[src/rtl/cscmv_ram.sv]
`timescale 1ns / 1ps
// generic single write, single read memory with registered read data
// no dependencies

module cscmv_ram #(
   parameter int WIDTH = 32,
   parameter int DEPTH = 64
) (
   input  logic clock,
   input  logic wr_en,
   input  logic [((DEPTH > 1) ? $clog2(DEPTH) : 1)-1:0] wr_addr,
   input  logic [WIDTH-1:0] wr_data,
   input  logic rd_en,
   input  logic [((DEPTH > 1) ? $clog2(DEPTH) : 1)-1:0] rd_addr,
   output logic [WIDTH-1:0] rd_data
);

   logic [WIDTH-1:0] mem_ff [DEPTH];
   logic [WIDTH-1:0] rd_data_ff;

   always_ff @(posedge clock) begin
      if (wr_en) begin
         mem_ff[wr_addr] <= wr_data;
      end
      if (rd_en) begin
         rd_data_ff <= mem_ff[rd_addr];
      end
   end

   assign rd_data = rd_data_ff;

endmodule

[config.mk]
export PLATFORM = sky130hd
export DESIGN_NAME = cscmv_ram
export DESIGN_NICKNAME = d
export VERILOG_FILES = /design/src/rtl/cscmv_ram.sv
export SDC_FILE = /design/constraint.sdc
export NUM_CORES = 2
export LEC_CHECK = 0
export ABC_AREA = 1
export BUFFER_PORTS_ARGS = -buffer_cell sky130_fd_sc_hd__buf_2
export CAP_MARGIN = 10
export CORE_MARGIN = 5
export CORE_UTILIZATION = 39
export DETAILED_ROUTE_END_ITERATION = 8
export GPL_TIMING_DRIVEN = 0
export HOLD_SLACK_MARGIN = 0.03
export PLACE_DENSITY_LB_ADDON = 0.3
export REMOVE_ABC_BUFFERS = 1
export SETUP_SLACK_MARGIN = 0.3
export SYNTH_ARGS = -nofsm -noshare
export SYNTH_HDL_FRONTEND = slang
export SYNTH_SLANG_ARGS = --single-unit
[constraint.sdc]
create_clock -name clock -period 11.1 [get_ports clock]
set_input_delay 1.11 -clock clock [delete_from_list [all_inputs] [get_ports clock]]
set_output_delay 1.11 -clock clock [all_outputs]
set_load 0.03 [all_outputs]
==> results.sh <==
export IMPL_p_int_w=0.0125
export IMPL_wl_per_cell_um=24.3
export IMPL_die_area_mm2=0.222
export IMPL_cap_violations=0
export IMPL_ff_latch_area_mm2=0.0625
export IMPL_fin_area_mm2=0.0941
export IMPL_hold_path_class="in2reg"
export IMPL_cts_clk_slew_worst_paths_ps=60
export IMPL_p_sw_w=0.00356
export IMPL_rows=169
export IMPL_layout_cells_non_filler=9751
export IMPL_timing_worst_setup_path_type="in2reg"
export IMPL_p_total_w=0.0160
export IMPL_synth_top_area_cell="edfxtp_1"
export IMPL_die_w_um=471
export IMPL_r2r_setup_slack_ps=9100
export IMPL_drive_above_1_share=0.0790
export IMPL_clock_sinks=2080
export IMPL_num_vias=53300
export IMPL_max_freq_ghz=0.255
export IMPL_grt_max_degree=228
export IMPL_grt_met1_usage=0.277
export IMPL_drt_iter0_drc=6103
export IMPL_rsz0062_at_grt="false"
export IMPL_hold_violations=0
export IMPL_wirelength_um=237000
export IMPL_yosysMostFrequentCell="nand2_1"
export IMPL_core_mm2=0.212
export IMPL_pwr_share_comb=0.061
export IMPL_grt_pass1_vias=49500
export IMPL_fp_dieH_um=471
export IMPL_io_buffers=78
export IMPL_grt_usage=0.208
export IMPL_grt_overflow=0
export IMPL_synth_warnings=0
export IMPL_relSlewSlack=0.139
export IMPL_synth_edf_count=2080
export IMPL_dp_hpwl_um=127000
export IMPL_htreeDepth=4
export IMPL_crit_path_top_delay_cell="buf_8"
export IMPL_antenna_found_initial=26
export IMPL_crit_chain="buf_8 -> buf_16 -> buf_16 -> buf_16 -> nand2_1 -> nand3_1 -> nand3_1 -> nand3_1 -> nand3_1 -> nand2_1 -> nand2_1 -> nand2_1"
export IMPL_grt_pass1_wl_um=344000
export IMPL_ys_ff_latch=2080
export IMPL_placed_cell_area_mm2=0.0880
export IMPL_whs_ps=726
export IMPL_cts_hold_buf=0
export IMPL_grt_use_met3=0.0298
export IMPL_initial_core_util=0.392
export IMPL_power_density_mw_per_mm2=170
export IMPL_drtAntennaViolNets=0
export IMPL_area_delta_synth_final_pct=13.3
export IMPL_viasPerCell=5.46
export IMPL_crit_required_ps=11760
export IMPL_power_leakage_nw=32.5
export IMPL_yosysUniqueCellTypes=15
export IMPL_finalCritPeriodShare=0.353
export IMPL_dr_pass1_iters=6
export IMPL_cp_startpoint="rd_addr[0]"
export IMPL_drc=0
export IMPL_clock_skew_ps=23.7
export IMPL_status="finished clean"
export IMPL_finalSetupViolCount=0
export IMPL_synthTopCellsByCount="nand2_1 (2248), edfxtp_1 (2080), nand3_1 (1907)"
export IMPL_switching_share=0.222
export IMPL_nNetsFinal=6802
export IMPL_syn_avg_cell_area_um2=12.3
export IMPL_gr_usage_met2=0.339
export IMPL_end_kind="register"
export IMPL_globalplace_congestion=0.740
export IMPL_nFillCells=18900
export IMPL_cpPeakStageDelay_ps=500
export IMPL_io_pins=79
export IMPL_clkLatencyLatePin_ps=820
export IMPL_grt_busiest_layer="met2"
export IMPL_drv_slew=0
export IMPL_multi_input_area_mm2=0.0188
export IMPL_synth_async_reset_ratio=0
export IMPL_cts_resized=0
export IMPL_dp_cells=9375
export IMPL_synth_top_cells_by_area="edfxtp_1 (75%), nand3_1 (11%), nand2_1 (10%), buf_2 (1.7%), buf_4 (0.41%)"
export IMPL_cts_root_buf="clkbuf_16"
export IMPL_period_needed_ps=3920
export IMPL_pwr_share_seq=0.545
export IMPL_cts_setup_buffers=0
export IMPL_cts_tree="done"
export IMPL_ctsLongestPathBuffers=3
export IMPL_worst_pin_slew_ps=1290
export IMPL_critPathLaunchType="primary input"
export IMPL_power_share_clock=0.394
export IMPL_crit_arrival_ps=4580
export IMPL_syn_cell_area_mm2=0.0831
export IMPL_ys_seq_area_frac=0.752
export IMPL_syn_inst=6769
export IMPL_r2r_start="mem_ff[53][25]"
export IMPL_min_from="wr_data[23]"
export IMPL_ys_flop_type="edfxtp_1"
export IMPL_post_synth_top_area_fraction=0.752
export IMPL_cts_made_buffers=195
export IMPL_peakVddDrop_mv=0.168
export IMPL_crit_fanout=131
==> registers in the layout, indices dropped and copies added, names as in the netlist <==
signal   count
mem_ff    2048
rd_data     32
==> metal layers <==
layer / vias up / part of all wire
met5: - / 0.00026
met4: 8 / 0.049
met3: 486 / 0.074
met2: 2242 / 0.48
met1: 26400 / 0.40
li1: 24100 / -
==> metrics by stage <==
step	worst slack (ps)	util	TNS, ps
finish	7180	0.444	0
global route	7020	0.444	0
CTS	7240	0.443	0
detailed placement	6360	0.415	0
global placement	-51980	0.399	-1671440
floorplan	4380	-	0
==> logic make-up after synthesis <==
kind of cell           count (synthesis)  share of synthesized area
and+or+nand+nor                     4228                      0.220
DFF                                 2080                      0.752
buffers and inverters                461                     0.0277
==> worst max-delay path: cells and delay by family <==
kind | cells | cell delay (ps)
buffers and inverters | 4 | 1750
AND/OR/NAND/NOR | 8 | 1230
==> final cells by class <==
type / instances / area share
Clock buffer: 268 / 0.0573
Antenna cell: 21 / 0.000559
Timing Repair Buffer: 238 / 0.0348
Multi-Input combinational cell: 4228 / 0.200
Inverter: 12 / 0.000918
Tap cell: 2821 / 0.0375
Sequential cell: 2080 / 0.664
Clock inverter: 83 / 0.00551
==> worst paths after layout <==
check	depth (start not counted)	endpoint
worst min-delay path	1	mem_ff[10][23]
worst max-delay path	12	rd_data[26]
worst max register to register	8	rd_data[25]
worst min register to register	8	rd_data[7]
==> power groups by stage <==
stage / logic, W / registers (W) / clock network [W]
floorplan: 0.000463 / 0.00891 / 0
global placement: 0.00112 / 0.00890 / 0
detailed placement: 0.000976 / 0.00890 / 0
CTS: 0.000978 / 0.00873 / 0.00639
global route: 0.00107 / 0.00873 / 0.00671
finish: 0.000983 / 0.00873 / 0.00631
==> cells in the final DEF (no fill, tap or decap), drive strengths merged <==
cell / Yosys / layout
clkinv: 0 / 75
nand3: 1907 / 1907
clkbuf: 77 / 268
edfxtp: 2080 / 2080
inv: 12 / 12
buf: 372 / 238
nand4: 9 / 9
nor2: 56 / 56
nor4: 8 / 8
bufinv: 0 / 6
nand2: 2248 / 2248
diode: 0 / 21
clkinvlp: 0 / 2
Power figures use the tool's default switching activity.
