==> src/rtl/cscmv_pkg.sv <==
`timescale 1ns / 1ps
// shared types and constants for the sparse column matvec accumulate core
// no dependencies

package cscmv_pkg;

   localparam int ROWS = 64;
   localparam int COLS = 64;
   localparam int ROW_AW = (ROWS > 1) ? $clog2(ROWS) : 1;
   localparam int COL_AW = (COLS > 1) ? $clog2(COLS) : 1;
   localparam int DATA_W = 32;
   localparam int IDX_W = 6;
   localparam int CSR_IDX_W = 1;

   localparam logic [CSR_IDX_W-1:0] CSR_ALPHA = 1'b0;
   localparam logic [CSR_IDX_W-1:0] CSR_BETA = 1'b1;

   localparam logic [DATA_W-1:0] ALPHA_RESET = 32'h0001_0000;
   localparam logic [DATA_W-1:0] BETA_RESET = 32'h0000_0000;

   typedef enum logic [1:0] {
      OP_LOAD_Y = 2'd0,
      OP_LOAD_X = 2'd1,
      OP_ACCUM  = 2'd2,
      OP_READ_Y = 2'd3
   } op_type;

   typedef struct packed {
      op_type opcode;
      logic [IDX_W-1:0] row_index;
      logic [IDX_W-1:0] col_index;
      logic signed [DATA_W-1:0] value;
   } req_type;

   typedef struct packed {
      logic signed [DATA_W-1:0] read_value;
      logic [IDX_W-1:0] read_row;
      logic saturated;
   } rsp_type;

   typedef struct packed {
      logic mul_en;
      logic signed [DATA_W-1:0] mul_a;
      logic signed [DATA_W-1:0] mul_b;
      logic signed [DATA_W-1:0] add_y;
   } mac_ctl_type;

   typedef struct packed {
      logic signed [DATA_W-1:0] prod_q;
      logic prod_sat;
      logic signed [DATA_W-1:0] sum_q;
      logic sum_sat;
   } mac_sts_type;

endpackage

==> src/rtl/cscmv_mac.sv <==
`timescale 1ns / 1ps
// shared q16.16 multiplier with registered product, floor shift, saturation and add
// depends on cscmv_pkg

module cscmv_mac (
   input  logic clock,
   input  cscmv_pkg::mac_ctl_type ctl,
   output cscmv_pkg::mac_sts_type sts
);

   logic signed [2*cscmv_pkg::DATA_W-1:0] prod_ff;
   logic signed [2*cscmv_pkg::DATA_W-1:0] prod_in;
   logic signed [cscmv_pkg::DATA_W:0] sum_wide;
   logic [16:0] hi_bits;
   logic all_ones;
   logic all_zeros;

   assign prod_in = ctl.mul_a * ctl.mul_b;

   always_ff @(posedge clock) begin
      if (ctl.mul_en) begin
         prod_ff <= prod_in;
      end
   end

   // floor shift by 16 keeps bits 47:16; bits 63:47 must agree
   always_comb begin
      hi_bits = prod_ff[63:47];
      all_ones = &hi_bits[16:0];
      all_zeros = ~|hi_bits[16:0];
      sts.prod_sat = !(all_ones || all_zeros);
      if (all_ones || all_zeros) begin
         sts.prod_q = prod_ff[47:16];
      end else if (prod_ff[63]) begin
         sts.prod_q = {1'b1, {(cscmv_pkg::DATA_W-1){1'b0}}};
      end else begin
         sts.prod_q = {1'b0, {(cscmv_pkg::DATA_W-1){1'b1}}};
      end

      sum_wide = {ctl.add_y[cscmv_pkg::DATA_W-1], ctl.add_y}
               + {sts.prod_q[cscmv_pkg::DATA_W-1], sts.prod_q};
      sts.sum_sat = sum_wide[cscmv_pkg::DATA_W] != sum_wide[cscmv_pkg::DATA_W-1];
      if (!sts.sum_sat) begin
         sts.sum_q = sum_wide[cscmv_pkg::DATA_W-1:0];
      end else if (sum_wide[cscmv_pkg::DATA_W]) begin
         sts.sum_q = {1'b1, {(cscmv_pkg::DATA_W-1){1'b0}}};
      end else begin
         sts.sum_q = {1'b0, {(cscmv_pkg::DATA_W-1){1'b1}}};
      end
   end

endmodule

==> config.mk <==
export PLATFORM = sky130hd
export DESIGN_NAME = cscmv_mac
export DESIGN_NICKNAME = d
export VERILOG_FILES = /design/src/rtl/cscmv_pkg.sv /design/src/rtl/cscmv_mac.sv
export SDC_FILE = /design/constraint.sdc
export NUM_CORES = 2
export LEC_CHECK = 0
export BUFFER_PORTS_ARGS = -buffer_cell sky130_fd_sc_hd__buf_2
export CAP_MARGIN = 20
export CORE_MARGIN = 2
export CORE_UTILIZATION = 65
export DETAILED_ROUTE_END_ITERATION = 6
export MAX_ROUTING_LAYER = met4
export PLACE_DENSITY = 0.86
export SYNTH_ARGS = -nofsm -noshare
export SYNTH_HDL_FRONTEND = slang
export SYNTH_SLANG_ARGS = --single-unit
==> constraint.sdc <==
create_clock -name clock -period 9.8 [get_ports clock]
set_clock_uncertainty 0.2 [all_clocks]
set_input_delay 0.49 -clock clock [delete_from_list [all_inputs] [get_ports clock]]
set_output_delay 0.49 -clock clock [all_outputs]
set_load 0.01 [all_outputs]
==> results.yml <==
grt:
  grt_max_degree: 49
  grt_use_total_pct: 36.0
  grt_pass1_vias: 32700
  grt_overflow: 0
  grt_pass1_wl_um: 168000
  antenna_found_initial: 3
clock_network:
  cts_resized: 0
  clock_sinks: 48
  clk_pin_slew_ns: 0.06
  root_buffer: "clkbuf_16"
  cts_buffers: 5
  clockBufferDepth: 2
  cts_tree: "done"
  htreeDepth: 2
  cts_hold_buf: 0
  postCtsSetupBuffers: 0
sta:
  slew_headroom_pct: 26.4
  drv_slew: 0
  setup_violations: 0
  rsz0062_at_grt: "false"
  tns_ns: 0
  fin_crit_sh_pct: 89.0
  period_needed_ns: 8.72
  worst_pin_slew_ns: 1.09
  fmax_ghz: 0.115
  finalHoldViolCount: 0
yosys:
  yosys_register_bits: 48
  synthCells: 4175
  avgSynthCellArea_um2: 9.45
  synth_nets: 5567
  synth_ff_type: "edfxtp_1"
  async_flop_share_pct: 0
  synth_edf_count: 48
  ys_warn_count: 0
  syn-cell-area_um2: 39500
  ys_types: 72
  synth_seq_area_share_pct: 3.65
placement:
  gp_congestion: 0.950
  dp_hpwl_um: 84600
  io_buffers: 163
routing:
  drtAntennaViolNets: 0
  dr.first_iter.drc_count: 2054
  avgViaCountPerCell: 5.91
  routedWlPerCell_um: 21.2
  drcViolationCount: 0
  drt-total-wl_um: 105000
  first_pass_iters: 5
  vias: 29200
floorplanning:
  start_util_pct: 65.6
  die_h_um: 250
  rows: 90
  die_area_um2: 62700
  die_w_um: 250
  ios: 164
  core_area_um2: 60100
layout:
  top_register: "prod_ff"
  areaGrowthSynthToFinish_pct: 3.48
  fin_nets: 5550
  largestRegisters: "prod_ff: 48 flops"
  final_common_cell: "fa_1"
  final_layout_size_suffix_gt1_share_pct: 5.48
  final_cell_mix: "fa_1 (1082), inv_1 (991), and2_1 (520)"
  fillCellCount: 4482
  largest_reg_flops: 48
setup_path:
  crit_path_end_kind: "register"
  worst_ep_arrival_time_ns: 8.55
  critical_path_required_ns: 9.63
  crit_path_cell_trace: "buf_2 > nand2_1 > inv_1 > fa_1 > fa_1 > fa_1 > inv_1 > fa_1 > inv_1 > fa_1 > inv_1 > fa_1 > fa_1 > fa_1 > inv_1 > ha_1 > nand4_1 > or4_1 > nor2_1 > o21ai_2 > a311oi_4 > a211oi_1 > o31ai_1 > xor2_1"
  path_common_cell: "fa_1"
  crit_path_max_fanout: 32
  criticalPathCategory: "in -> reg"
  crit_family: "adder cells"
  slowest_stage: "fa_1"
  critPathBufInv: 6
  worst_setup_path_start_kind: "input pin"
  slowest_delay_ns: 0.90
min_path:
  hold_path_class: "in -> reg"
flow_run:
  max-cap-violations: 0
run_status:
  outcome: "completed"
stage by stage:
stage / hold slack, ns / cell area (um2) / std cells / util [%] / worst slack, ns
floorplan: 0.402 / 39500 / 4175 / - / 1.57
global placement: 0.861 / 40700 / 4933 / 67.6 / 1.06
detailed placement: 0.869 / 40700 / 4933 / 67.6 / 0.851
CTS: 0.644 / 40800 / 4941 / 67.9 / 1.12
global route: 0.661 / 40800 / 4942 / 67.9 / 0.690
finish: 0.626 / 40800 / 4942 / 67.9 / 1.08
logic make-up (layout without fill, tap and decap cells):
kind of cell | Yosys count | in the layout | synth area share [%]
XOR/XNOR | 87 | 87 | 1.98
flip-flops | 48 | 48 | 3.65
buffers and inverters | 1209 | 1193 | 11.6
other | 0 | 1 | 0
AND/OR/NAND/NOR | 1225 | 1225 | 15.7
AO/OA/AOI/OAI | 308 | 308 | 5.42
adder cells (fa/ha/maj) | 1298 | 1298 | 61.7
routing by layer:
layer / routed length, um / GRT usage [%]
met2: 51700 / 58.8
met4: 9850 / 26.7
met1: 34500 / 40.3
met3: 8640 / 5.63
met5: 0 / -
synthesized netlist by cell type, drive strengths merged (9+ instances only):
master  count  area, um2
and3       10       62.6
fa       1082      21700
a211o       9       78.8
a21o       65        488
a211oi     14        125
a21oi      67        350
edfxtp     48       1440
o31ai      10        108
inv       991       3720
o21a       10       75.1
xnor2      56        509
nand2     514       1930
clkbuf    209        787
nor2       79        304
nor3       15       75.1
nand3      19       95.1
nand2b     16        100
o21ai      71        367
xor2       31        272
and2      520       3250
nand4      17        106
ha        212       2650
o21bai     10       75.1
nor2b      12       75.1
buf         9       50.1
worst paths after layout:
kind	startpoint	end	slack, ns	cells past startpoint
worst min-delay path	ctl[96]	prod_ff[60]	0.63	2
worst max-delay path	ctl[95]	prod_ff[56]	1.08	24
cell type report:
class                           instances  area (um2)  share of cell area [%]
Inverter                              991        3720                    9.11
Timing Repair Buffer                  194        1050                    2.57
Clock inverter                          2        35.0                  0.0858
Clock buffer                            6         129                   0.316
Sequential cell                        48        1440                    3.53
Multi-Input combinational cell       2918       33500                    82.0
Antenna cell                            1        2.50                 0.00613
Tap cell                              782         978                    2.40
Power is left out: the tool's default activity adds up to more than one toggle a clock period on the data nets, which glitch-free logic cannot reach.
